File: src/fbai_pkg.sv
package fbai_pkg;

  localparam int NSETS  = 7;
  localparam int NRULES = 12;

  typedef logic [NSETS-1:0][8:0] grade_vec_t;
  typedef logic [3:0][7:0] level_vec_t;

  typedef enum logic [1:0] {
    LV_NONE     = 2'd0,
    LV_SOFT     = 2'd1,
    LV_MODERATE = 2'd2,
    LV_HARD     = 2'd3
  } level_sel_t;

  // sets 0..3 grade distance, sets 4..6 grade speed, breakpoints in q8.8
  localparam logic [15:0] SET_LO [NSETS] = '{16'd0, 16'd512, 16'd1536, 16'd2560,
                                             16'd0, 16'd5120, 16'd10240};
  localparam logic [15:0] SET_PK [NSETS] = '{16'd512, 16'd1536, 16'd2560, 16'd3584,
                                             16'd5120, 16'd10240, 16'd15360};
  localparam logic [15:0] SET_HI [NSETS] = '{16'd1536, 16'd2560, 16'd3584, 16'd25600,
                                             16'd10240, 16'd15360, 16'd25600};
  // edge spans in whole units and their 2^16 reciprocals
  localparam logic [6:0] SPAN_R [NSETS] = '{7'd2, 7'd4, 7'd4, 7'd4, 7'd20, 7'd20, 7'd20};
  localparam logic [6:0] SPAN_F [NSETS] = '{7'd4, 7'd4, 7'd4, 7'd86, 7'd20, 7'd20, 7'd40};
  localparam logic [15:0] RECIP_R [NSETS] = '{16'd32768, 16'd16384, 16'd16384, 16'd16384,
                                              16'd3276, 16'd3276, 16'd3276};
  localparam logic [15:0] RECIP_F [NSETS] = '{16'd16384, 16'd16384, 16'd16384, 16'd762,
                                              16'd3276, 16'd3276, 16'd1638};

  localparam logic [2:0] RULE_D [NRULES] = '{3'd0, 3'd0, 3'd0, 3'd1, 3'd1, 3'd1,
                                             3'd2, 3'd2, 3'd2, 3'd3, 3'd3, 3'd3};
  localparam logic [2:0] RULE_S [NRULES] = '{3'd4, 3'd5, 3'd6, 3'd4, 3'd5, 3'd6,
                                             3'd4, 3'd5, 3'd6, 3'd4, 3'd5, 3'd6};
  localparam level_sel_t RULE_L [NRULES] = '{LV_MODERATE, LV_HARD, LV_HARD,
                                             LV_SOFT, LV_MODERATE, LV_HARD,
                                             LV_NONE, LV_SOFT, LV_MODERATE,
                                             LV_NONE, LV_NONE, LV_SOFT};

  localparam logic [7:0] LEVEL_NONE_RST     = 8'd0;
  localparam logic [7:0] LEVEL_SOFT_RST     = 8'd25;
  localparam logic [7:0] LEVEL_MODERATE_RST = 8'd50;
  localparam logic [7:0] LEVEL_HARD_RST     = 8'd100;

endpackage

File: src/fbai_rules.sv
module fbai_rules import fbai_pkg::*; (
  input  logic        clk,
  input  logic        rst,
  input  logic        in_valid,
  output logic        in_ready,
  input  grade_vec_t  grades,
  input  level_vec_t  levels,
  output logic        out_valid,
  input  logic        out_ready,
  output logic [19:0] num,
  output logic [11:0] den
);

  logic v4, v5, v6, v7;
  logic r4, r5, r6, r7;
  logic [8:0] w4 [NRULES];
  logic [8:0] w5 [NRULES];
  logic [16:0] p5 [NRULES];
  logic [18:0] pn6 [3];
  logic [10:0] pd6 [3];
  logic [19:0] num7;
  logic [11:0] den7;

  assign r7 = !v7 || out_ready;
  assign r6 = !v6 || r7;
  assign r5 = !v5 || r6;
  assign r4 = !v4 || r5;
  assign in_ready = r4;
  assign out_valid = v7;
  assign num = num7;
  assign den = den7;

  always_ff @(posedge clk) begin
    if (rst) begin
      v4 <= 1'b0;
      v5 <= 1'b0;
      v6 <= 1'b0;
      v7 <= 1'b0;
    end else begin
      if (r4) v4 <= in_valid;
      if (r5) v5 <= v4;
      if (r6) v6 <= v5;
      if (r7) v7 <= v6;
    end
  end

  always_ff @(posedge clk) begin
    if (r4) begin
      for (int r = 0; r < NRULES; r++) begin
        w4[r] <= (grades[RULE_D[r]] < grades[RULE_S[r]]) ? grades[RULE_D[r]]
                                                          : grades[RULE_S[r]];
      end
    end
  end

  always_ff @(posedge clk) begin
    if (r5) begin
      for (int r = 0; r < NRULES; r++) begin
        w5[r] <= w4[r];
        p5[r] <= 17'(w4[r] * levels[RULE_L[r]]);
      end
    end
  end

  always_ff @(posedge clk) begin
    if (r6) begin
      for (int k = 0; k < 3; k++) begin
        pn6[k] <= 19'(p5[4*k]) + 19'(p5[4*k+1]) + 19'(p5[4*k+2]) + 19'(p5[4*k+3]);
        pd6[k] <= 11'(w5[4*k]) + 11'(w5[4*k+1]) + 11'(w5[4*k+2]) + 11'(w5[4*k+3]);
      end
    end
  end

  always_ff @(posedge clk) begin
    if (r7) begin
      num7 <= 20'(pn6[0]) + 20'(pn6[1]) + 20'(pn6[2]);
      den7 <= 12'(pd6[0]) + 12'(pd6[1]) + 12'(pd6[2]);
    end
  end

endmodule

File: config.mk
export PLATFORM = sky130hd
export DESIGN_NAME = fbai_rules
export DESIGN_NICKNAME = d
export VERILOG_FILES = /design/src/fbai_pkg.sv /design/src/fbai_rules.sv
export SDC_FILE = /design/constraint.sdc
export NUM_CORES = 2
export LEC_CHECK = 0
export BUFFER_PORTS_ARGS = -buffer_cell sky130_fd_sc_hd__buf_2
export CAP_MARGIN = 30
export CORE_MARGIN = 5
export CORE_UTILIZATION = 30
export CTS_CLUSTER_DIAMETER = 150
export CTS_CLUSTER_SIZE = 40
export DETAILED_ROUTE_END_ITERATION = 8
export PLACE_DENSITY = 0.55
export SYNTH_ARGS = -nofsm -noshare
export SYNTH_HDL_FRONTEND = slang
export SYNTH_SLANG_ARGS = --single-unit
File: constraint.sdc
create_clock -name clk -period 15.4 [get_ports clk]
set_input_delay 2.31 -clock clk [delete_from_list [all_inputs] [get_ports clk]]
set_output_delay 2.31 -clock clk [all_outputs]
set_load 0.01 [all_outputs]
# Yosys cells after proc, flatten, opt, wreduce, memory -nomap -nowiden
# Memories as Yosys holds them, arrays and structs flattened.
# Index checks and enable logic that the tools add are counted.
totals:
  register_bits: 36
  ram_bits: 510
  input_bits: 99
  memories: 5
memory_table:
  columns: ["memory", "words", "word_bits", "read_ports", "rd_clocked_by_memory_dff", "wr", "line_no", "rtl"]
  rows:
  - ["p5", 12, 17, 12, 0, 12, "fbai_rules.sv:18", "logic [16:0] p5 [NRULES];"]
  - ["w4", 12, 9, 12, 0, 12, "fbai_rules.sv:16", "logic [8:0] w4 [NRULES];"]
  - ["w5", 12, 9, 12, 0, 12, "fbai_rules.sv:17", "logic [8:0] w5 [NRULES];"]
  - ["pn6", 3, 19, 3, 0, 3, "fbai_rules.sv:19", "logic [18:0] pn6 [3];"]
  - ["pd6", 3, 11, 3, 0, 3, "fbai_rules.sv:20", "logic [10:0] pd6 [3];"]
classes:
  n_addsub: 22
  n_mul: 12
  n_lt_le_gt_ge: 12
  muxes: 18
  reduce_logical: 8
op_table:
  columns: ["operator", "count"]
  rows:
  - ["multiplier 9 x 8 -> 17 bit", 12]
  - ["< comparator 9 bit", 12]
  - ["two-way mux 9 bit", 12]
  - ["adder 18 x 17 -> 19 bit", 3]
  - ["adder 19 x 17 -> 19 bit", 3]
  - ["adder 17 x 17 -> 18 bit", 3]
  - ["adder 10 x 9 -> 11 bit", 3]
  - ["adder 11 x 9 -> 11 bit", 3]
  - ["adder 9 x 9 -> 10 bit", 3]
  - ["adder 19 x 19 -> 20 bit", 1]
  - ["adder 20 x 19 -> 20 bit", 1]
  - ["adder 11 x 11 -> 12 bit", 1]
  - ["adder 12 x 11 -> 12 bit", 1]
  - ["two-way mux 1 bit", 6]
  - ["zero test 1 bit", 4]
  - ["logical OR 1 bit", 4]

# Depth between registers and ports, before layout
depth:
  word_depth: 7
  ltp_mapped: 18

# Least setup slack after synthesis
# OpenSTA, ideal clock, no wires.
synth_timing:
  path_kind: "input port to flip-flop"
  from: "input port out_ready"
  to: "memory p5[0][0], enable pin"
  setup_ns: 0.663
  arrival_ns: 8.625
  required_ns: 14.737
  path_slack_ns: 6.113
  stages: 3
  path_buffers: 0
  cell_sequence: "nor2b_1 > and3_1 > inv_1"
synth_lines:
  columns: ["element", "line_no", "rtl"]
  rows:
  - ["start, declared", "fbai_rules.sv:9", "input logic out_ready,"]
  - ["end, declared", "fbai_rules.sv:18", null]

==> results.tsv <==
stage	metric	value	unit
timing	grt_setup_unrepaired	no	
route	wl_per_cell	20.1	um
critical_path	required	15.81	ns
floorplanning	core	197000	sq um
synth	synthCells	5651	
min_path	hold_depth	2	
synth	ys_ff_latch	546	
clocking	tritoncts	built	
layout	layout.nets	7085	
layout	drive_gt1_share	4.30	%
synth	synth_nets	7094	
synth	syn_avg_cell_area	10.5	sq um
clocking	clock-sinks	546	
route	drt-vias-per-instance	4.96	
synth	async_flop_share	0	%
critical_path	critical-path-top-delay-family	adder cells	
global_route	grt_overflow_total	0	
synth	ys_seq_area_share	27.6	%
timing	maxSlewViolCount	0	
clocking	post_cts_buffers	0	
timing	finalWorstPathRequiredPeriod	6.61	ns
critical_path	timing.critical_path.buf_inv	4	
critical_path	cp_common_cell	fa_1	
placed_design	gp_congestion	0.863	
critical_path	cp_max_fo	27	
synth	netlist.top_cell.by_area	edfxtp_1	
clocking	clk_pin_slew	0.15	ns
synth	ys_types	71	
route	wl	167000	um
clocking	htreeDepth	1	
critical_path	regToRegSetupSlack	10.29	ns
timing	final-hold-violation-count	0	
synth	synth.mux.area_fraction	0.0844	%
floorplanning	pin_count	133	
timing	tns	0	ns
synth	synth_xor_area_share	3.21	%
critical_path	startpoint_type	input pin	
clocking	clock_path_buffers	3	
floorplanning	fp.dieH	454	um
run_status	status	complete, no violations	
synth	syn-cell-area	59300	sq um
global_route	grt_max_degree	108	
layout	syn_to_final_growth	7.16	%
floorplanning	start_util	30.1	%
floorplanning	rows	163	
timing	setup_viol	0	
synth	synth-compound-area-share	9.00	%
synth	ys.flop_type	edfxtp_1	
placed_design	dp_hpwl	132000	um
clocking	ctsResizeCount	0	
synth	ys_top_cells_by_area	edfxtp_1, fa_1, ha_1	
critical_path	slowest_stage	fa_1	
route	dr.first_iter.drc_count	3089	
min_path	hold_class	flop to flop	
clocking	ctsHoldBuffers	0	
global_route	grt_pass1_wl	257000	um
clocking	numCtsBuffers	20	
critical_path	worstPathCellList	buf_2 > nand2_1 > fa_1 > fa_1 > inv_1 > fa_1 > inv_1 > fa_1 > inv_1 > ha_1 > and3_1 > a221oi_1 > a211oi_1 > o21a_1 > o21ai_0 > a21boi_0 > xor2_1	
synth	synth-adder-area-share	37.1	%
critical_path	crit_path_end_kind	flop	
critical_path	crit_arrival	7.02	ns
timing	timing.fmax	0.151	GHz
min_path	hold_start	v5	
layout	fillers	20200	
floorplanning	die_x	454	um
synth	yosys_warnings	0	
route	first_pass_iters	6	
critical_path	r2r-start	w4[2][30]	
run	cap_violations	0	
global_route	grt_use_total	16.1	%
floorplanning	dieArea	207000	sq um
synth	synth_top_family_by_area	adder cells	
critical_path	r2r_cells	15	
clocking	clkLatencyLatePin	0.66	ns
critical_path	critical_path_class	input pin to flop	
layout	final_common_cell	inv_1	
synth	synth_top_area_share	27.5	%
timing	post-route-period-util	42.9	%
synth	synth-simple-area-share	16.7	%
placed_design	portBuffers	132	
global_route	antenna_found_initial	31	
layout	final_cell_mix	inv_1, and2_1, fa_1	
synth	synth-edff-count	542	
timing	worstMarginPinSlew	0.967	ns
min_path	holdPathEnd	v6	
clocking	root_buffer	clkbuf_16	
route	ant_nets	0	
critical_path	regToRegEndpoint	p5[11][15]	
timing	clock_skew	0.0503	ns
critical_path	slowest_delay	0.55	ns
global_route	grt_pass1_vias	41600	
timing	slew_headroom	35.5	%
route	num_vias	41100	
route	post-route-drc-count	0	
==> how the worst max path moves through the flow <==
stage | from | slack, ns | cells past startpoint | to
after floorplan | out_ready | 6.11 | 3 | p5[0][0]
after global placement | levels[10] | 8.15 | 17 | p5[3][14]
after detailed placement | levels[10] | 8.09 | 17 | p5[3][14]
after CTS | levels[10] | 8.79 | 17 | p5[3][14]
after global routing | levels[11] | 8.53 | 17 | p5[3][14]
final | levels[10] | 8.79 | 17 | p5[3][14]
==> flip-flops by register name (all words and copies together) (netlist names) <==
signal / cells
den: 12
num: 20
out_valid: 1
p5: 204
pd6: 33
pn6: 57
v4: 1
v5: 1
v6: 1
w4: 108
w5: 108
==> cells by family (layout without fill, tap and decap cells) <==
logic type,count (synthesis),count (layout)
buf+inv,979,983
simple gates,1776,1776
fa+ha+maj,1344,1344
flops,546,546
mux,5,5
other cells,0,5
compound gates,784,784
xor+xnor,217,217
==> per-stage QoR <==
step	cell area, sq um	utilization (%)	setup WS, ns	hold slack [ns]	instances
finish	63500	32.2	8.79	0.497	8300
global route	63500	32.2	8.53	0.518	8297
CTS	63400	32.2	8.79	0.493	8289
detailed placement	62700	31.8	8.09	0.460	8254
global placement	62700	31.8	8.15	0.438	8246
floorplan	59300	-	6.11	0.429	5651
==> cell type report <==
| type | count | area [sq um] | share of cell area [%] |
|---|---|---|---|
| multi-input combinational | 4126 | 39200 | 61.8 |
| sequential | 546 | 16400 | 25.8 |
| tap | 2640 | 3300 | 5.20 |
| inverter | 773 | 2910 | 4.58 |
| timing repair buffer | 175 | 1010 | 1.59 |
| clock buffer | 25 | 541 | 0.851 |
| clock inverter | 10 | 161 | 0.254 |
| antenna | 5 | 12.5 | 0.0197 |
==> layer usage <==
layer | global-route usage [%] | wire, um | share of wire, % | up-vias
met2 | 26.6 | 77700 | 47 | 1014
li1 | - | - | - | 19100
met3 | 1.45 | 7730 | 4.6 | 190
met5 | 0 | 13 | 0.0078 | -
met1 | 22.5 | 75900 | 46 | 20900
met4 | 4.40 | 5210 | 3.1 | 2
==> synthesized netlist by cell type (111+ instances only) <==
master,count
inv_1,773
and2_1,723
fa_1,692
ha_1,652
edfxtp_1,542
nand3_1,258
nand2_1,237
a21oi_1,185
clkbuf_1,171
xnor2_1,161
nor3_1,143
nor2_1,129
a211oi_1,113
o211ai_1,111
==> tightest hold or removal path: stages, from the launching register on <==
cell and delay [ns]:
dfxtp_1 0.35, a21oi_1 0.04, nor2_1 0.08
Power is left out: the tool's default activity adds up to more than one toggle a clock period on the data nets, which glitch-free logic cannot reach.
