`config.mk`:
```
export PLATFORM = sky130hd
export DESIGN_NAME = fbai_grade
export DESIGN_NICKNAME = d
export VERILOG_FILES = /design/src/fbai_pkg.sv /design/src/fbai_grade.sv
export SDC_FILE = /design/constraint.sdc
export NUM_CORES = 1
export LEC_CHECK = 0
export BUFFER_PORTS_ARGS = -buffer_cell sky130_fd_sc_hd__buf_2
export CORE_MARGIN = 5
export CORE_UTILIZATION = 60
export CTS_CLUSTER_DIAMETER = 80
export CTS_CLUSTER_SIZE = 8
export DETAILED_ROUTE_END_ITERATION = 8
export PLACE_DENSITY = 0.85
export REMOVE_ABC_BUFFERS = 1
export SETUP_SLACK_MARGIN = 0.1
export SYNTH_ARGS = -nofsm -noshare
export SYNTH_HDL_FRONTEND = slang
export SYNTH_SLANG_ARGS = --single-unit
```
`constraint.sdc`:
```
create_clock -name clk -period 7.12 [get_ports clk]
set_clock_uncertainty 0.1 [all_clocks]
set_input_delay 0.356 -clock clk [delete_from_list [all_inputs] [get_ports clk]]
set_output_delay 0.356 -clock clk [all_outputs]
set_load 0.02 [all_outputs]
```
`src/fbai_pkg.sv`:
```
package fbai_pkg;

  localparam int NSETS  = 7;
  localparam int NRULES = 12;

  typedef logic [NSETS-1:0][8:0] grade_vec_t;
  typedef logic [3:0][7:0] level_vec_t;

  typedef enum logic [1:0] {
    LV_NONE     = 2'd0,
    LV_SOFT     = 2'd1,
    LV_MODERATE = 2'd2,
    LV_HARD     = 2'd3
  } level_sel_t;

  // sets 0..3 grade distance, sets 4..6 grade speed, breakpoints in q8.8
  localparam logic [15:0] SET_LO [NSETS] = '{16'd0, 16'd512, 16'd1536, 16'd2560,
                                             16'd0, 16'd5120, 16'd10240};
  localparam logic [15:0] SET_PK [NSETS] = '{16'd512, 16'd1536, 16'd2560, 16'd3584,
                                             16'd5120, 16'd10240, 16'd15360};
  localparam logic [15:0] SET_HI [NSETS] = '{16'd1536, 16'd2560, 16'd3584, 16'd25600,
                                             16'd10240, 16'd15360, 16'd25600};
  // edge spans in whole units and their 2^16 reciprocals
  localparam logic [6:0] SPAN_R [NSETS] = '{7'd2, 7'd4, 7'd4, 7'd4, 7'd20, 7'd20, 7'd20};
  localparam logic [6:0] SPAN_F [NSETS] = '{7'd4, 7'd4, 7'd4, 7'd86, 7'd20, 7'd20, 7'd40};
  localparam logic [15:0] RECIP_R [NSETS] = '{16'd32768, 16'd16384, 16'd16384, 16'd16384,
                                              16'd3276, 16'd3276, 16'd3276};
  localparam logic [15:0] RECIP_F [NSETS] = '{16'd16384, 16'd16384, 16'd16384, 16'd762,
                                              16'd3276, 16'd3276, 16'd1638};

  localparam logic [2:0] RULE_D [NRULES] = '{3'd0, 3'd0, 3'd0, 3'd1, 3'd1, 3'd1,
                                             3'd2, 3'd2, 3'd2, 3'd3, 3'd3, 3'd3};
  localparam logic [2:0] RULE_S [NRULES] = '{3'd4, 3'd5, 3'd6, 3'd4, 3'd5, 3'd6,
                                             3'd4, 3'd5, 3'd6, 3'd4, 3'd5, 3'd6};
  localparam level_sel_t RULE_L [NRULES] = '{LV_MODERATE, LV_HARD, LV_HARD,
                                             LV_SOFT, LV_MODERATE, LV_HARD,
                                             LV_NONE, LV_SOFT, LV_MODERATE,
                                             LV_NONE, LV_NONE, LV_SOFT};

  localparam logic [7:0] LEVEL_NONE_RST     = 8'd0;
  localparam logic [7:0] LEVEL_SOFT_RST     = 8'd25;
  localparam logic [7:0] LEVEL_MODERATE_RST = 8'd50;
  localparam logic [7:0] LEVEL_HARD_RST     = 8'd100;

endpackage

```
`src/fbai_grade.sv`:
```
module fbai_grade import fbai_pkg::*; (
  input  logic       clk,
  input  logic       rst,
  input  logic       in_valid,
  output logic       in_ready,
  input  logic [15:0] distance,
  input  logic [15:0] speed,
  output logic       out_valid,
  input  logic       out_ready,
  output grade_vec_t grades
);

  logic v1, v2, v3;
  logic r1, r2, r3;
  logic [14:0] n1 [NSETS];
  logic [14:0] n2 [NSETS];
  logic fall1 [NSETS];
  logic fall2 [NSETS];
  logic zero1 [NSETS];
  logic zero2 [NSETS];
  logic [30:0] p2 [NSETS];
  grade_vec_t g3;

  assign r3 = !v3 || out_ready;
  assign r2 = !v2 || r3;
  assign r1 = !v1 || r2;
  assign in_ready = r1;
  assign out_valid = v3;
  assign grades = g3;

  always_ff @(posedge clk) begin
    if (rst) begin
      v1 <= 1'b0;
      v2 <= 1'b0;
      v3 <= 1'b0;
    end else begin
      if (r1) v1 <= in_valid;
      if (r2) v2 <= v1;
      if (r3) v3 <= v2;
    end
  end

  // edge offset and side of the peak
  always_ff @(posedge clk) begin
    if (r1) begin
      for (int j = 0; j < NSETS; j++) begin
        logic [15:0] x;
        x = (j < 4) ? distance : speed;
        zero1[j] <= (x <= SET_LO[j]) || (x >= SET_HI[j]);
        fall1[j] <= x > SET_PK[j];
        n1[j] <= (x > SET_PK[j]) ? 15'(SET_HI[j] - x) : 15'(x - SET_LO[j]);
      end
    end
  end

  // reciprocal multiply
  always_ff @(posedge clk) begin
    if (r2) begin
      for (int j = 0; j < NSETS; j++) begin
        n2[j] <= n1[j];
        fall2[j] <= fall1[j];
        zero2[j] <= zero1[j];
        p2[j] <= 31'(n1[j] * (fall1[j] ? RECIP_F[j] : RECIP_R[j]));
      end
    end
  end

  // quotient correction
  always_ff @(posedge clk) begin
    if (r3) begin
      for (int j = 0; j < NSETS; j++) begin
        logic [8:0] q0;
        logic [6:0] d;
        logic [15:0] rem;
        q0 = p2[j][24:16];
        d = fall2[j] ? SPAN_F[j] : SPAN_R[j];
        rem = 16'({1'b0, n2[j]} - 16'(q0 * d));
        if (zero2[j]) g3[j] <= 9'd0;
        else g3[j] <= (rem >= 16'(d)) ? 9'(q0 + 9'd1) : q0;
      end
    end
  end

endmodule

```
# ---- Yosys cells after proc, flatten, opt, wreduce, memory -nomap -nowiden
# Memory sizes are Yosys's and may differ from the RTL's.
# Cells that the tools add are included.
dict set report word_totals {
  mem_bits_rw 455
  out_inout_bits 65
  word_cells 118
  latchBits 0
  in_bits 36
  n_memories 7
  ff_bits 66
  romBits 0
}
dict set report op_classes {
  mux 24
  n_addsub 26
  mul 10
  n_bitwise 0
  reduce_logical 13
  n_lt_le_gt_ge 28
  shift 0
  div 0
  n_eq_ne 0
}
# memory depth word_bits read_ports rd_ports_with_merged_regs write_ports line
set memory_table {}
lappend memory_table {p2 7 31 7 0 7 fbai_grade.sv:21} ;# logic [30:0] p2 [NSETS];
lappend memory_table {n1 7 15 7 0 7 fbai_grade.sv:15} ;# logic [14:0] n1 [NSETS];
lappend memory_table {n2 7 15 7 0 7 fbai_grade.sv:16} ;# logic [14:0] n2 [NSETS];
lappend memory_table {fall1 7 1 7 0 7 fbai_grade.sv:17} ;# logic fall1 [NSETS];
lappend memory_table {fall2 7 1 3 0 7 fbai_grade.sv:18} ;# logic fall2 [NSETS];
lappend memory_table {zero1 7 1 7 0 7 fbai_grade.sv:19} ;# logic zero1 [NSETS];
lappend memory_table {{1 more memories} -- -- -- -- -- --}
# op count
set op_table {}
lappend op_table {{$mux 15} 8}
lappend op_table {{$add 9x1->9 const B} 7}
lappend op_table {{$mux 9} 7}
lappend op_table {{$mul 15x10->25 const B} 2}
lappend op_table {{$ge 16x12->1 const B} 2}
lappend op_table {{$ge 16x14->1 const B} 2}
lappend op_table {{$ge 16x15->1 const B} 2}
lappend op_table {{$ge 16x3->1 const B} 2}
lappend op_table {{$ge 16x5->1 const B} 2}
lappend op_table {{$gt 16x12->1 const B} 2}
lappend op_table {{$gt 16x14->1 const B} 2}
lappend op_table {{$le 16x1->1 const B} 2}
lappend op_table {{$sub 15x11->16} 2}
lappend op_table {{$sub 15x14->16} 2}
lappend op_table {{$mul 15x16->31} 1}
lappend op_table {{$mul 15x15->30} 1}
lappend op_table {{$sub 12x15->15 const A} 2}
lappend op_table {{$sub 14x15->15 const A} 2}
lappend op_table {{$sub 15x15->15 const A} 2}
lappend op_table {{$mul 15x12->27} 1}
lappend op_table {{$mul 9x3->12 const B} 2}
lappend op_table {{$ge 16x11->1 const B} 1}
lappend op_table {{$ge 16x3->1} 1}
lappend op_table {{$ge 16x6->1} 1}
lappend op_table {{other kinds (29)} 43}

# ---- Depth between registers and ports, before layout
dict set report depth {
  depth_word 6
  ltp_mapped 25
}

# ---- Least setup slack after synthesis
# Ideal clock, no wire load.
dict set report synth_path {
  path_kind {reg-to-reg}
  start {mem fall2[3]}
  end {reg g3 (netlist bit grades[28]) (data pin)}
  synth_period_minus_slack_ns 5.729
  stages_incl_launch_ff 26
  setup_time_ns 0.266
  n_path_buf 2
  slack_ns 1.391
  required_ns 6.754
  t_arrival_ns 5.363
  cell_sequence {edfxtp_1 clkbuf_1 nand2_1 xnor2_1 ha_1 inv_1 fa_1 inv_1 fa_1 inv_1 ha_1 nor4b_1 o31ai_1 and2_1 xor2_1 ha_1 a221o_1 nor4_1 nand4_1 nor4b_1 and4b_1 o211ai_1 a2111oi_4 buf_6 mux2i_1 nor2_1}
}
# item line
set synth_rtl {}
lappend synth_rtl {{start: declaration} fbai_grade.sv:18}
lappend synth_rtl {{end signal: indexed assignment} fbai_grade.sv:79} ;# else g3[j] <= (rem >= 16'(d)) ? 9'(q0 + 9'd1) : q0;
lappend synth_rtl {{end: declaration} fbai_grade.sv:22} ;# grade_vec_t g3;

==> summary.log <==
qor: outcome.run_status completed
qor: sta.slew_headroom 26.7%
qor: cts.skew_pair_late_insertion_delay 570 ps
qor: critical_path.cp-end-kind flip-flop
qor: finish.layout.filler_cells 3886
qor: grt.grt_max_degree 81
qor: cts.cts.sink_count 325
qor: grt.antenna_found_initial 0
qor: drt.wire_per_inst 17.1 um
qor: sta.finalSetupViolCount 0
qor: synthesis.sequential_share_of_the_synthesized_area 29.9%
qor: drt.post-route-drc-count 0
qor: drt.detailedRoute.firstIterationViolations 1332
qor: grt.grt_pass1_wl 112000 um
qor: critical_path.worst_ep_arrival_time 6720 ps
qor: die.start_util 60.4%
qor: sta.clock.fmax 0.154 GHz
qor: drt.dr_total_vias 22100
qor: synthesis.synthDominantCellAreaShare 29.7%
qor: drt.dr.pass1.iters 5
qor: drt.vias_per_cell 5.60
qor: cts.clock_path_buffers 3
qor: sta.tightest_slew 1090 ps
qor: synthesis.synth_edf_count 322
qor: die.fp.coreArea 53800 um2
qor: finish.seq_area 9730 um2
qor: synthesis.ys.warnings.count 0
qor: drt.antenna_violating_nets_post_route 0
qor: synthesis.synth_cell_type_count 80
qor: synthesis.post-synth-top-count-cell inv_1
qor: die.ios 101
qor: die.die_width 243 um
qor: finish.syn_to_final_growth 8.29%
qor: sta.final_max_slew_viol_count 0
qor: placement.numPlacedInstances 3870
qor: hold_path.min-delay-path-class primary input to flip-flop
qor: cts.cts-buffers-inserted 48
qor: synthesis.share_of_synthesized_flip_flops_with_an_asynchronous_set_or_reset 0%
qor: synthesis.ys.flop_type edfxtp_1
qor: synthesis.ys_ff_latch 325
qor: synthesis.synth_top_cell_by_area edfxtp_1
qor: finish.total_nets_final 4068
qor: sta.setup_tns 0 ps
qor: die.die_area 59000 um2
qor: sta.postLayoutSetupSlackWorst 615 ps
qor: synthesis.netlist_top_cells_area edfxtp_1 (30%), ha_1 (20%), fa_1 (18%)
qor: die.num_rows 85
qor: critical_path.timing.setup.critical_path_class flip-flop to flip-flop
qor: sta.fin_crit_sh 91.4%
qor: synthesis.netlist_instances 3108
qor: drt.wirelength 67500 um
qor: placement.numPortBuffers 100
qor: placement.dp_hpwl 52800 um
qor: grt.first_global_vias 22700
qor: grt.track_usage 22.9%
qor: grt.gr-total-overflow 0
qor: synthesis.ys_top_cells_by_count inv_1 (616), ha_1 (516), edfxtp_1 (322), fa_1 (285), nand2_1 (188)
qor: critical_path.critical_path.startpoint_type flip-flop
qor: critical_path.crit_path_max_fo 25
qor: cts.root_buffer clkbuf_16
qor: job.cap_viol_max_count 0
qor: finish.multi_input_comb_area 20300 um2
qor: sta.period_minus_slack 6510 ps
qor: die.die_height 243 um
qor: sta.rsz0062_at_grt no
qor: cts.cts_tree built
qor: placement.dp_worst_setup_slack 532 ps
qor: cts.path_clk_slew 60 ps
qor: finish.drive_gt1_share 6.22%
qor: finish.fin_cells 3947
qor: cts.cts_htree_levels 2
qor: critical_path.crit_required 7330 ps
qor: cts.postCtsResizedCells 0
qor: sta.hold_viol_final 0
qor: placement.routabilityCongestion 0.929
qor: synthesis.cell_area_after_synthesis 32500 um2
qor: synthesis.post_synth.cell_area_avg 10.5 um2
[stage by stage]
| stage | hold slack (ps) | utilization (%) | area [um2] |
|---|---|---|---|
| after floorplan | 300 | - | 32400 |
| final | 48.9 | 65.4 | 35200 |
| after global routing | 51.6 | 65.4 | 35200 |
| after CTS | 17.8 | 65.4 | 35200 |
| after detailed placement | 305 | 62.8 | 33800 |
| after global placement | 303 | 62.8 | 33800 |
[critical path: stages, from the launching register on]
cell and delay [ps]:
edfxtp_1 770, nand2_1 140, xnor2_1 160, ha_1 300, inv_1 50, fa_1 520
inv_1 50, fa_1 520, inv_1 40, ha_1 220, nor4b_1 270, o31ai_1 130
and2_1 190, xor2_1 150, ha_1 320, a221o_1 330, nor4_1 270, nand4_1 130
nor4b_1 240, and4b_1 230, o211ai_1 150, a2111oi_4 460, buf_4 260, xor2_1 170
nor2_1 60
[per-layer routing]
| layer | global-route usage (%) | wire [um] | up-vias |
|---|---|---|---|
| met4 | 6.56 | 1750 | 0 |
| met1 | 29.9 | 27700 | 10700 |
| met2 | 40.2 | 33900 | 683 |
| met5 | 0 | 0 | - |
| li1 | - | - | 10600 |
| met3 | 3.36 | 4110 | 143 |
[state kept, by name, summed over array words and instances, names as in the netlist]
name	count
fall1	3
v2	1
grades	63
p2	71
zero1	7
zero2	7
n1	98
v1	1
n2	70
out_valid	1
fall2	3
[cells in the final DEF, fill, tap and decap left out, types with 13 or more instances in the layout]
cell type  instances
o31ai_1           13
nor2_1           152
and3_1            23
fa_1             285
nand3_1           36
clkbuf_16         50
o21a_1            13
nor3_1            36
or3_1             34
conb_1            26
buf_2            100
ha_1             516
a211oi_1          21
xnor2_1          151
nand4_1           21
o21ai_0           93
nand2_1          187
nand2b_1          34
a21o_1            30
mux2i_1           29
inv_1            614
and2_1            38
nor2b_1           58
edfxtp_1         322
a31oi_1           15
a21oi_1          103
xor2_1            57
[repair_timing]
| item | 4_1_cts | 5_1_grt |
|---|---|---|
| hold buffers | 5 | 0 |
| hold endpoints to repair | 5 | 0 |
| setup endpoints to repair | 0 | 2 |
| setup buffers | 0 | 2 |
[layout make-up]
| type | instances | share of cell area [%] |
|---|---|---|
| Sequential cell | 325 | 27.6 |
| Tap cell | 696 | 2.47 |
| Antenna cell | 5 | 0.0355 |
| Clock buffer | 60 | 3.69 |
| Multi-Input combinational cell | 2128 | 57.7 |
| Clock inverter | 5 | 0.185 |
| Timing Repair Buffer | 112 | 1.71 |
| Inverter | 616 | 6.58 |
[final timing paths]
path	endpoint	slack [ps]	from	cells after the start
max	grades[27]$_SDFFCE_PP0P_	610	fall2[3]$_DFFE_PP_	24
min	zero1[6]$_DFFE_PP_	50	speed[15]	3
max reg2reg	grades[27]$_SDFFCE_PP0P_	610	fall2[3]$_DFFE_PP_	24
min reg2reg	n2[0][11]$_DFFE_PP_	300	n1[0][11]$_DFFE_PP_	0
[kinds of logic (layout without fill, tap and decap cells)]
kind of cell    count (synthesis)  after routing  synth area share (%)
fa+ha+maj                     801            801                  37.4
simple gates                  670            670                  10.3
other cells                     2             31                0.0231
buf+inv                       679            793                  7.90
xor+xnor                      208            208                  5.60
mux                            40             40                  1.27
flops                         325            325                  29.9
compound gates                383            383                  7.63
Power is not shown: default switching activity piles up to over one toggle a cycle in this logic, so the estimate is an artifact.
