==> src/fbai_pkg.sv <==
package fbai_pkg;

  localparam int NSETS  = 7;
  localparam int NRULES = 12;

  typedef logic [NSETS-1:0][8:0] grade_vec_t;
  typedef logic [3:0][7:0] level_vec_t;

  typedef enum logic [1:0] {
    LV_NONE     = 2'd0,
    LV_SOFT     = 2'd1,
    LV_MODERATE = 2'd2,
    LV_HARD     = 2'd3
  } level_sel_t;

  // sets 0..3 grade distance, sets 4..6 grade speed, breakpoints in q8.8
  localparam logic [15:0] SET_LO [NSETS] = '{16'd0, 16'd512, 16'd1536, 16'd2560,
                                             16'd0, 16'd5120, 16'd10240};
  localparam logic [15:0] SET_PK [NSETS] = '{16'd512, 16'd1536, 16'd2560, 16'd3584,
                                             16'd5120, 16'd10240, 16'd15360};
  localparam logic [15:0] SET_HI [NSETS] = '{16'd1536, 16'd2560, 16'd3584, 16'd25600,
                                             16'd10240, 16'd15360, 16'd25600};
  // edge spans in whole units and their 2^16 reciprocals
  localparam logic [6:0] SPAN_R [NSETS] = '{7'd2, 7'd4, 7'd4, 7'd4, 7'd20, 7'd20, 7'd20};
  localparam logic [6:0] SPAN_F [NSETS] = '{7'd4, 7'd4, 7'd4, 7'd86, 7'd20, 7'd20, 7'd40};
  localparam logic [15:0] RECIP_R [NSETS] = '{16'd32768, 16'd16384, 16'd16384, 16'd16384,
                                              16'd3276, 16'd3276, 16'd3276};
  localparam logic [15:0] RECIP_F [NSETS] = '{16'd16384, 16'd16384, 16'd16384, 16'd762,
                                              16'd3276, 16'd3276, 16'd1638};

  localparam logic [2:0] RULE_D [NRULES] = '{3'd0, 3'd0, 3'd0, 3'd1, 3'd1, 3'd1,
                                             3'd2, 3'd2, 3'd2, 3'd3, 3'd3, 3'd3};
  localparam logic [2:0] RULE_S [NRULES] = '{3'd4, 3'd5, 3'd6, 3'd4, 3'd5, 3'd6,
                                             3'd4, 3'd5, 3'd6, 3'd4, 3'd5, 3'd6};
  localparam level_sel_t RULE_L [NRULES] = '{LV_MODERATE, LV_HARD, LV_HARD,
                                             LV_SOFT, LV_MODERATE, LV_HARD,
                                             LV_NONE, LV_SOFT, LV_MODERATE,
                                             LV_NONE, LV_NONE, LV_SOFT};

  localparam logic [7:0] LEVEL_NONE_RST     = 8'd0;
  localparam logic [7:0] LEVEL_SOFT_RST     = 8'd25;
  localparam logic [7:0] LEVEL_MODERATE_RST = 8'd50;
  localparam logic [7:0] LEVEL_HARD_RST     = 8'd100;

endpackage

==> src/fbai_div.sv <==
module fbai_div import fbai_pkg::*; (
  input  logic        clk,
  input  logic        rst,
  input  logic        in_valid,
  output logic        in_ready,
  input  logic [19:0] num,
  input  logic [11:0] den,
  output logic        out_valid,
  input  logic        out_ready,
  output logic [15:0] quot,
  output logic        zero_den
);

  localparam int NSTG = 16;

  logic        v   [NSTG];
  logic        rdy [NSTG];
  logic [11:0] rem [NSTG];
  logic [15:0] low [NSTG];
  logic [15:0] q   [NSTG];
  logic [11:0] dv  [NSTG];
  logic        zf  [NSTG];

  always_comb begin
    rdy[NSTG-1] = !v[NSTG-1] || out_ready;
    for (int i = NSTG - 2; i >= 0; i--) rdy[i] = !v[i] || rdy[i+1];
  end

  assign in_ready = rdy[0];
  assign out_valid = v[NSTG-1];
  assign quot = zf[NSTG-1] ? 16'd0 : q[NSTG-1];
  assign zero_den = zf[NSTG-1];

  always_ff @(posedge clk) begin
    if (rst) begin
      for (int i = 0; i < NSTG; i++) v[i] <= 1'b0;
    end else begin
      if (rdy[0]) v[0] <= in_valid;
      for (int i = 1; i < NSTG; i++) if (rdy[i]) v[i] <= v[i-1];
    end
  end

  // one quotient bit per stage, dividend is num * 256
  always_ff @(posedge clk) begin
    for (int i = 0; i < NSTG; i++) begin
      if (rdy[i]) begin
        logic [11:0] r_in;
        logic [15:0] l_in;
        logic [15:0] q_in;
        logic [11:0] d_in;
        logic [12:0] t;
        logic ge;
        if (i == 0) begin
          r_in = num[19:8];
          l_in = {num[7:0], 8'd0};
          q_in = 16'd0;
          d_in = den;
          zf[i] <= den == 12'd0;
        end else begin
          r_in = rem[i-1];
          l_in = low[i-1];
          q_in = q[i-1];
          d_in = dv[i-1];
          zf[i] <= zf[i-1];
        end
        t = {r_in, l_in[15]};
        ge = t >= {1'b0, d_in};
        rem[i] <= ge ? 12'(t - {1'b0, d_in}) : t[11:0];
        low[i] <= {l_in[14:0], 1'b0};
        q[i] <= {q_in[14:0], ge};
        dv[i] <= d_in;
      end
    end
  end

endmodule

==> config.mk <==
export PLATFORM = sky130hd
export DESIGN_NAME = fbai_div
export DESIGN_NICKNAME = d
export VERILOG_FILES = /design/src/fbai_pkg.sv /design/src/fbai_div.sv
export SDC_FILE = /design/constraint.sdc
export NUM_CORES = 1
export LEC_CHECK = 0
export BUFFER_PORTS_ARGS = -buffer_cell sky130_fd_sc_hd__buf_2
export CORE_MARGIN = 2
export CORE_UTILIZATION = 28
export DETAILED_ROUTE_END_ITERATION = 10
export PLACE_DENSITY = 0.48
export REMOVE_ABC_BUFFERS = 1
export SLEW_MARGIN = 20
export SYNTH_ARGS = -nofsm -noshare
export SYNTH_HDL_FRONTEND = slang
export SYNTH_SLANG_ARGS = --single-unit
export TNS_END_PERCENT = 1
==> constraint.sdc <==
create_clock -name clk -period 7.3 [get_ports clk]
set_input_delay 0.73 -clock clk [delete_from_list [all_inputs] [get_ports clk]]
set_output_delay 0.73 -clock clk [all_outputs]
set_load 0.02 [all_outputs]
### Word level (Yosys, flattened, before mapping)

Memory sizes are Yosys's and may differ from the RTL's.
Cells that the tools add are included.

* register bits: 0
* bits in latches: 0
* bits in writable memories: 912
* ROM bits: 0
* input bits: 36
* output and inout bits: 19
* logic and storage cells: 250
* memories kept: 6

Memory list
* q: words 16, width 16, rd ports 16, clocked after memory_dff 0, write ports 16, RTL line fbai_div.sv:20 `logic [15:0] q [NSTG];`
* low: words 16, width 15, rd ports 15, clocked after memory_dff 0, write ports 16, RTL line fbai_div.sv:19 `logic [15:0] low [NSTG];`
* dv: words 16, width 12, rd ports 15, clocked after memory_dff 0, write ports 16, RTL line fbai_div.sv:21 `logic [11:0] dv [NSTG];`
* rem: words 16, width 12, rd ports 15, clocked after memory_dff 0, write ports 16, RTL line fbai_div.sv:18 `logic [11:0] rem [NSTG];`
* v: words 16, width 1, rd ports 16, clocked after memory_dff 0, write ports 16, RTL line fbai_div.sv:16 `logic v [NSTG];`
* zf: words 16, width 1, rd ports 16, clocked after memory_dff 0, write ports 16, RTL line fbai_div.sv:22 `logic zf [NSTG];`

* add/sub/neg operators: 16
* multipliers: 0
* divide/modulo/power cells: 0
* order comparisons: 16
* equality and inequality tests: 0
* shifts and indexed selects: 0
* multiplexer cells: 163
* bitwise logic cells: 16
* reductions and logical operators: 33

Operator list (number)
* 12-bit two-way mux: 48
* 16-bit two-way mux: 17
* 15-bit two-way mux: 16
* 13-bit by 12-bit >= comparator with 1-bit output: 16
* 12-bit subtractor: 16
* 1-bit two-way mux: 82
* 1-bit zero test: 16
* 1-bit logical OR: 16
* 1-bit OR: 16
* 12-bit zero test: 1

### Logic depth before layout (Yosys ltp)

Gate-level depths: netlist of run 1.
An unclocked memory read counts as a cell.

* depth in word-level cells: 22
* depth in mapped cells: 10

### Worst setup path before layout of run 1

Ideal clock, no wire load.

* kind: input to output
* from: in out_ready
* to: out in_ready
* arrival time: 4593 ps
* required time: 6570 ps
* setup slack: 1977 ps
* stages on the path: 9
* buffers on the path: 1
* cells stage by stage: nand3b_1 > nor2_1 > and3_1 > inv_1 > nor3_1 > and2_1 > and3_1 > clkbuf_1 > nand2_1

RTL lines
* start: declaration: RTL line fbai_div.sv:9 `input logic out_ready,`
* end: declaration: RTL line fbai_div.sv:5 `output logic in_ready,`

==> results.md, run 1 <==
Status:
- The run finished with clean final reports.

Global route:
- The first global-routing pass estimated 88580 microns of wire.
- The via count of the first global-routing pass is 17036.
- The number of antenna violations at the first check in global routing was 0.
- After global routing the overflow that remains totals 0.
- The pin count of the biggest net entering global routing is 44.
- The overall fraction of global-route tracks in use is 10.85%.

STA:
- At the pin with the least slew margin, the transition time is 1.074 ns.
- The aggregate negative setup slack is 0 ns.
- The total of endpoints with negative setup slack in the final report is 0.
- The worst-case headroom to the max-slew limit is 28.12%.
- The highest achievable clock rate is 224.8 MHz.
- The number of endpoints with negative hold slack in the final report was 0.
- Setup slack closes at 2.852 ns.
- Between clock sinks in the finished design, the worst skew comes to 0.02958 ns.
- After layout, the minimum clock period comes to 4.448 ns.
- The worst path uses 60.94% of the clock period.
- The number of pins with negative max-slew slack in the final report was 0.
- The worst hold slack is 0.3061 ns.
- Setup repair after global routing left no endpoint under its margin.

Floorplanning:
- The number of top-level pins is 55.
- In this run the horizontal extent of the chip is 318.8 microns.
- For this configuration, the core starts out at a cell density of 28.23%.
- The floorplan step set the die height to 318.8 microns.
- The full die area is 101600 sq um.
- The number of placement rows is 115.
- The floorplan core area is 98280 sq um.

Yosys:
- The post-synthesis register bit count is 556.
- For this run, asynchronously set or reset flops after synthesis account for 0%.
- A synthesized cell averages 13.00 sq um.
- Yosys mapped a number of flops with a built-in enable equal to 556.
- The area of the mapped netlist is 27740 sq um.
- For this run, the leading register cell type out of synthesis is edfxtp_1.
- By area the synthesized netlist is led by edfxtp_1 (60%), ha_1 (8.6%), mux2_2 (3.5%).
- Yosys printed 0 warnings.
- The number of library cell types mapped by synthesis is 67.
- Of all cell types, the one taking the most synthesized area is edfxtp_1.
- The cell count after synthesis came out at 2134.
- The share of the yosys chip area belonging to registers is 60.18%.
- In this run the biggest area consumer among cell types represents 60.18% of the synthesized area.

CTS:
- The number of clock sinks seen by CTS is 556.
- The clock tree from TritonCTS is done.
- Clock-pin slew was measured on the worst setup and hold paths at 0.06 ns.
- At the later pin of the worst-skew pair, clock insertion delay measures 0.61 ns.
- The H-tree was split into 3 levels.
- Post-CTS timing repair inserted 0 buffers for setup.
- After clock tree synthesis, the flow added hold-fix buffers numbering 0.
- Gates resized during post-CTS repair numbered 0.
- CTS placed an instance of clkbuf_16 at the clock tree root.
- The longest clock path from root to sink contains 3 buffers.
- The TritonCTS buffer count is 66.

Routing:
- The number of detailed-route iterations in the first pass is 5.
- The final layout contains routed wiring with a total length of 54340 microns.
- After the first detailed-routing iteration, the DRC count stood at 667.
- The number of routed nets with antenna violations is 0.
- The final route contains 16168 vias.
- The detailed-route wire length per cell is 15.14 microns.
- The post-detailed-route via-to-cell ratio is 4.505.
- In the routed design, unresolved DRC markers number 0.

Critical path:
- The slowest cell on the critical path is nor3_1.
- For this run, the slowest stage of the critical path takes 0.52 ns.
- The critical path contains buffers and inverters numbering 4 combined.
- The critical path is of the reg -> out type.
- The dominant delay contributor by cell family on the critical path is simple AND/OR/NAND/NOR gates.
- The launching element type of the critical path is a flip-flop.
- The endpoint type of the worst setup path is an output port.
- The signal on the critical path passes through nand3b_1 -> buf_4 -> nor2_1 -> and3_1 -> inv_1 -> buf_4 -> nor3_1 -> and2_1 -> and3_1 -> nand2_1 -> buf_2.
- The data arrival time of the worst path is 3.72 ns.
- STA puts the critical path data required time at 6.57 ns.
- Of all nets on the critical path, the largest fanout is 43.

Job:
- The total of max-cap violations is 0.

Placement:
- The final weighted congestion of routability-driven global placement is 0.8130.
- The count of buffers added on input and output ports is 54.
- The number of placed instances, taps included, is 3469.
- Once detailed placement completed, the half-perimeter wirelength came to 41100 microns.
- Prior to clock tree synthesis, the placed netlist has a worst setup slack of 2.808 ns.

Cells and area:
- The net count reported at finish is 2492.
- The post-route netlist has 12.95% of its cells at a drive strength greater than 1.
- Excluding fillers, the count of instances in the completed layout stands at 3589.
- The area added between synthesis and finish is 14.59%.

Power and ir drop:
- The power density over the cells is 418.8 nW/um^2.
- The maximum VDD drop is 145.2 uV.
- Overall power consumption after layout is estimated at 13310 uW.
- Summed over all cells, the static leakage comes to 0.01258 uW.

Worst hold path:
- The classification of the worst-slack hold path is in -> reg.
[kinds of logic after synthesis]
| kind of cell | share of synthesized area [%] |
|---|---|
| fa+ha+maj | 9.696 |
| simple gates | 8.591 |
| compound gates | 9.056 |
| mux | 4.974 |
| xor+xnor | 3.567 |
| flops | 60.18 |
| buf+inv | 3.937 |
[sequential cells by signal (all words and copies together), names as in the netlist]
signal and cells:
dv 180, low 28, q 136, rem 180
v 16, zf 16
[power breakdown]
part           internal, uW  switching [uW]
sequential             4800             459
combinational          2280            2520
clock                  1950            1300
[synthesized netlist by cell type, types with 15 or more instances]
cell / n
nand3_1: 24
nor2_1: 161
nor3_1: 29
a211oi_1: 15
ha_1: 191
o31ai_1: 20
edfxtp_1: 556
inv_1: 256
o21a_1: 63
nand2_1: 78
fa_1: 15
mux2_2: 87
a21o_1: 16
xor2_1: 35
a21oi_1: 111
mux2i_1: 31
xnor2_1: 78
nand2b_1: 24
nor2b_1: 56
nand4_1: 26
o21ai_0: 66
[per-layer routing]
layer  track usage [%]  routed length [microns]  vias to the layer above
met4             4.687                     2149                        0
met1             11.59                    21620                     7766
li1                  -                        -                     8042
met3             1.981                     1551                      128
met5                 0                        0                        -
met2             20.66                    29020                      232
[cell usage in the layout, fill, tap and decap left out, drive strengths merged, types with 63 or more instances in the layout]
| master | netlist | final |
|---|---|---|
| a21oi | 114 | 114 |
| buf | 13 | 72 |
| clkbuf | 11 | 81 |
| edfxtp | 556 | 556 |
| ha | 191 | 191 |
| inv | 256 | 260 |
| mux2 | 93 | 93 |
| nand2 | 78 | 78 |
| nor2 | 161 | 161 |
| o21a | 63 | 63 |
| o21ai | 70 | 70 |
| xnor2 | 78 | 78 |
[path summary, 6_finish.rpt]
| check | start | to | slack, ns | cells after the start |
|---|---|---|---|---|
| min reg2reg | q[0][84]$_DFFE_PP_ | q[0][101]$_DFFE_PP_ | 0.41 | 0 |
| max | v[1][6]$_SDFFCE_PP0P_ | in_ready | 2.85 | 11 |
| max reg2reg | v[1][6]$_SDFFCE_PP0P_ | low[0][8]$_DFFE_PP_ | 3.62 | 11 |
| min | num[4] | low[0][12]$_DFFE_PP_ | 0.31 | 1 |
[worst reg2reg max path: cells and delay by family (launching register included)]
family	cells	cell delay [ns]
and+or+nand+nor	7	1.49
buffers and inverters	4	1.39
DFF	1	0.40
[metrics by stage]
step / utilization, % / area, sq um
after floorplan: - / 27610
after global placement: 30.16 / 29640
after detailed placement: 30.16 / 29640
after CTS: 32.35 / 31790
after global routing: 32.35 / 31790
final: 32.35 / 31790
[final cells by class]
type                       instances  area, sq um
clock buffer                      81         1772
multi-input combinational       1298         9970
inverter                         256        960.9
antenna                            1        2.502
sequential                       556        16700
tap                             1287         1610
timing repair buffer              72        405.4
fill                            9758        66480
clock inverter                    38        376.6
(Power assumes the default switching activity.)
==> inputs of run 2 (changes only) <==
PLACE_DENSITY = 0.49   (was 0.48)
clock period = 3.8 ns   (was 7.3 ns; I/O delays follow)
==> run 2 against run 1 <==
  * Power is 90% higher
  * Hold slack got worse by 0.27 ns
  * Non-clock buffer count increased by 32
  * Core utilization rose by 0.13 points
  * Critical path type unchanged
==> results.md, run 2 (same netlist as run 1, synthesis figures left out) <==
STA:
- The worst clock skew is 0.02260 ns (was 0.02958 ns).
- The worst hold slack is 0.03884 ns (was 0.3061 ns).
- The number of pins with negative max-slew slack in the final report was 0 (unchanged).
- The post-route fraction of the period consumed by the critical path is 89.51%.
- The aggregate negative setup slack is 0 ns (unchanged).
- The pin slew with the least headroom to its limit is 0.8841 ns (was 1.074 ns).
- Unrepaired setup endpoints after global routing: false (unchanged).
- The worst-case headroom to the max-slew limit is 40.29% (was 28.12%).
- The smallest clock period supported by the final layout is computed as 3.401 ns.
- The number of endpoints with negative hold slack in the final report was 0 (unchanged).
- The total of endpoints with negative setup slack in the final report was 0 (unchanged).
- The highest achievable clock rate is 294.0 MHz.

Floorplanning:
- The width of the chip is 318.8 microns (unchanged).
- The initial standard-cell utilization of the core is 28.23% (unchanged).
- The number of top-level pins came to 55 (unchanged).
- The full die area is 101600 sq um (unchanged).
- The number of placement rows is 115 (unchanged).
- The floorplan core area is 98280 sq um (unchanged).
- The vertical die dimension is 318.8 microns (unchanged).

Job:
- The total of max-cap violations is 0 (unchanged).

Global route:
- The global-route wire length before repair was 88610 microns (was 88580 microns).
- The via count of the first global-routing pass is 17061 (was 17036).
- The total grt overflow is 0 (unchanged).
- The number of antenna violations at the first check in global routing is 0 (unchanged).
- The pin count of the biggest net entering global routing is 43 (was 44).
- The overall fraction of global-route tracks in use is 10.76% (was 10.85%).

CTS:
- The TritonCTS buffer count is 61 (was 66).
- The number of buffers inserted by post-CTS setup repair came to 0 (unchanged).
- The root buffer cell is clkbuf_16 (unchanged).
- The source-to-sink clock delay at the later pin of the worst-skew pair was 0.63 ns (was 0.61 ns).
- The H-tree depth reported by CTS is 2 (was 3).
- The clock tree from TritonCTS is done (unchanged).
- The number of clock sinks seen by CTS came to 556 (unchanged).
- The maximum count of clock buffers along a single path is 3 (unchanged).
- The register clock-pin slew on the reported worst setup and hold paths is 0.06 ns (about the same).

Power and ir drop:
- The power density over the cells was 793.8 nW/um^2 (was 418.8 nW/um^2).
- The reported leakage power is 0.01264 uW (was 0.01258 uW).
- The overall power is 25340 uW (was 13310 uW).
- The maximum VDD drop is 359.0 uV (was 145.2 uV).

Critical path:
- The number of buffer and inverter stages on the critical path is 2 (was 4).
- The dominant delay contributor by cell family on the critical path is simple AND/OR/NAND/NOR gates (unchanged).
- The data arrival time of the worst path came to 3.02 ns (was 3.72 ns).
- The required time of the critical path came to 3.42 ns (was 6.57 ns).
- The slowest cell on the critical path is edfxtp_1 (was nor3_1).
- The delay of the slowest critical-path stage is 0.36 ns (was 0.52 ns).
- The critical path class is reg -> out (unchanged).
- Ordered list of cells on the worst path: nand3b_1 -> nor2_1 -> and3_1 -> inv_1 -> nor3_2 -> and2_1 -> and3_1 -> nand2_1 -> buf_2 (was nand3b_1 -> buf_4 -> nor2_1 -> and3_1 -> inv_1 -> buf_4 -> nor3_1 -> and2_1 -> and3_1 -> nand2_1 -> buf_2).
- The largest fanout on the critical path was 6 (was 43).
- Among the stages of the critical path, the cell type that occurs most often is and3_1.
- The endpoint type of the worst setup path is an output port (unchanged).
- The launching element type of the critical path is a flip-flop (unchanged).

Routing:
- The detailed-route wire length per cell is 15.18 microns (was 15.14 microns).
- The post-detailed-route via-to-cell ratio is 4.512 (was 4.505).
- The number of routed nets with antenna violations was 0 (unchanged).
- The number of vias after detailed routing came to 16296 (was 16168).
- The routed wire length came to 54830 microns (was 54340 microns).
- The number of DRC violations after detailed routing was 0 (unchanged).
- The number of detailed-route iterations in the first pass is 5 (unchanged).
- The violation count after the first detailed-routing iteration is 838 (was 667).

Cells and area:
- The number of standard cells in the final layout excluding fillers was 3612 (was 3589).
- Commonest non-fill, non-tap cells in the layout: edfxtp_1 (556), inv_1 (256), ha_1 (191) (was edfxtp_1 (556), inv_1 (255), ha_1 (191)).
- The net count reported at finish is 2519 (was 2492).
- The area added between synthesis and finish is 15.07% (was 14.59%).
- The number of diodes added for antenna fixing is 0 (was 1).
- Registers with the highest flip-flop counts: dv: 180 flops, rem: 180 flops, q: 136 flops (unchanged).
- The most common library cell in the layout ignoring fill and taps is edfxtp_1 (unchanged).
- The fraction of layout instances using a drive strength above 1 is 13.38% (was 12.95%).

Placement:
- The sum of net half-perimeters after detailed placement is 41920 microns (was 41100 microns).
- The final weighted congestion of routability-driven global placement is 0.8235 (was 0.8130).
- The number of port buffers is 54 (unchanged).
- The cell count after placement is 3483 (was 3469).

Worst hold path:
- The classification of the worst-slack hold path is in -> reg (unchanged).

Status:
- Outcome: completed (unchanged).
==> run 2: routing by layer <==
layer | GRT usage [%] | up-vias | wire length, microns
li1 | - | 8096 | -
met1 | 11.95 | 7859 | 22450
met2 | 20.43 | 241 | 29010
met3 | 1.829 | 100 | 1767
met4 | 3.876 | 0 | 1597
met5 | 0 | - | 0
==> run 2: metrics by stage <==
step / setup slack, ns / util (%) / instance area, sq um
4_1_cts: 0.1350 / 32.47 / 31910
2_1_floorplan: -0.9595 / - / 27610
3_5_place_dp: 0.5780 / 30.27 / 29750
6_report: 0.3987 / 32.49 / 31930
3_3_place_gp: 0.6109 / 30.27 / 29750
5_1_grt: 0.1027 / 32.49 / 31930
==> run 2: worst reg2reg max path, cell delays in order, from the launching register on <==
cell       delay (ns)
edfxtp_1         0.44
inv_1            0.09
ha_1             0.23
nor2b_1          0.14
o2111a_1         0.25
a2111oi_2        0.52
o21a_1           0.22
o21ai_1          0.11
a21oi_2          0.37
buf_4            0.24
mux2_2           0.35
==> run 2: worst paths after layout <==
| check | start | endpoint | slack [ns] | cells past startpoint |
|---|---|---|---|---|
| worst max-delay path | v[1][6]$_SDFFCE_PP0P_ | in_ready | 0.40 | 9 |
| worst min-delay path | den[11] | dv[0][11]$_DFFE_PP_ | 0.04 | 1 |
| worst max register to register | dv[0][1]$_DFFE_PP_ | rem[0][14]$_DFFE_PP_ | 0.61 | 10 |
| worst min register to register | q[0][116]$_DFFE_PP_ | q[1][5]$_DFFE_PP_ | 0.41 | 0 |
==> run 2: repair_timing <==
action                                 in CTS  in global routing
endpoints found under the hold margin      18                  0
setup endpoints to repair                   0                  1
resized for setup                           0                  1
hold buffers                               18                  0
==> run 2: cell type report <==
type                            count  area, sq um
Fill cell                        9714        66350
Inverter                          256        960.9
Multi-Input combinational cell   1298         9986
Tap cell                         1287         1610
Timing Repair Buffer              104        690.7
Clock inverter                     40        396.6
Clock buffer                       71         1585
Sequential cell                   556        16700
==> run 2: power breakdown <==
| part | switching [uW] | internal, uW |
|---|---|---|
| clock network | 2440 | 3390 |
| logic | 4920 | 4490 |
| registers | 884 | 9220 |
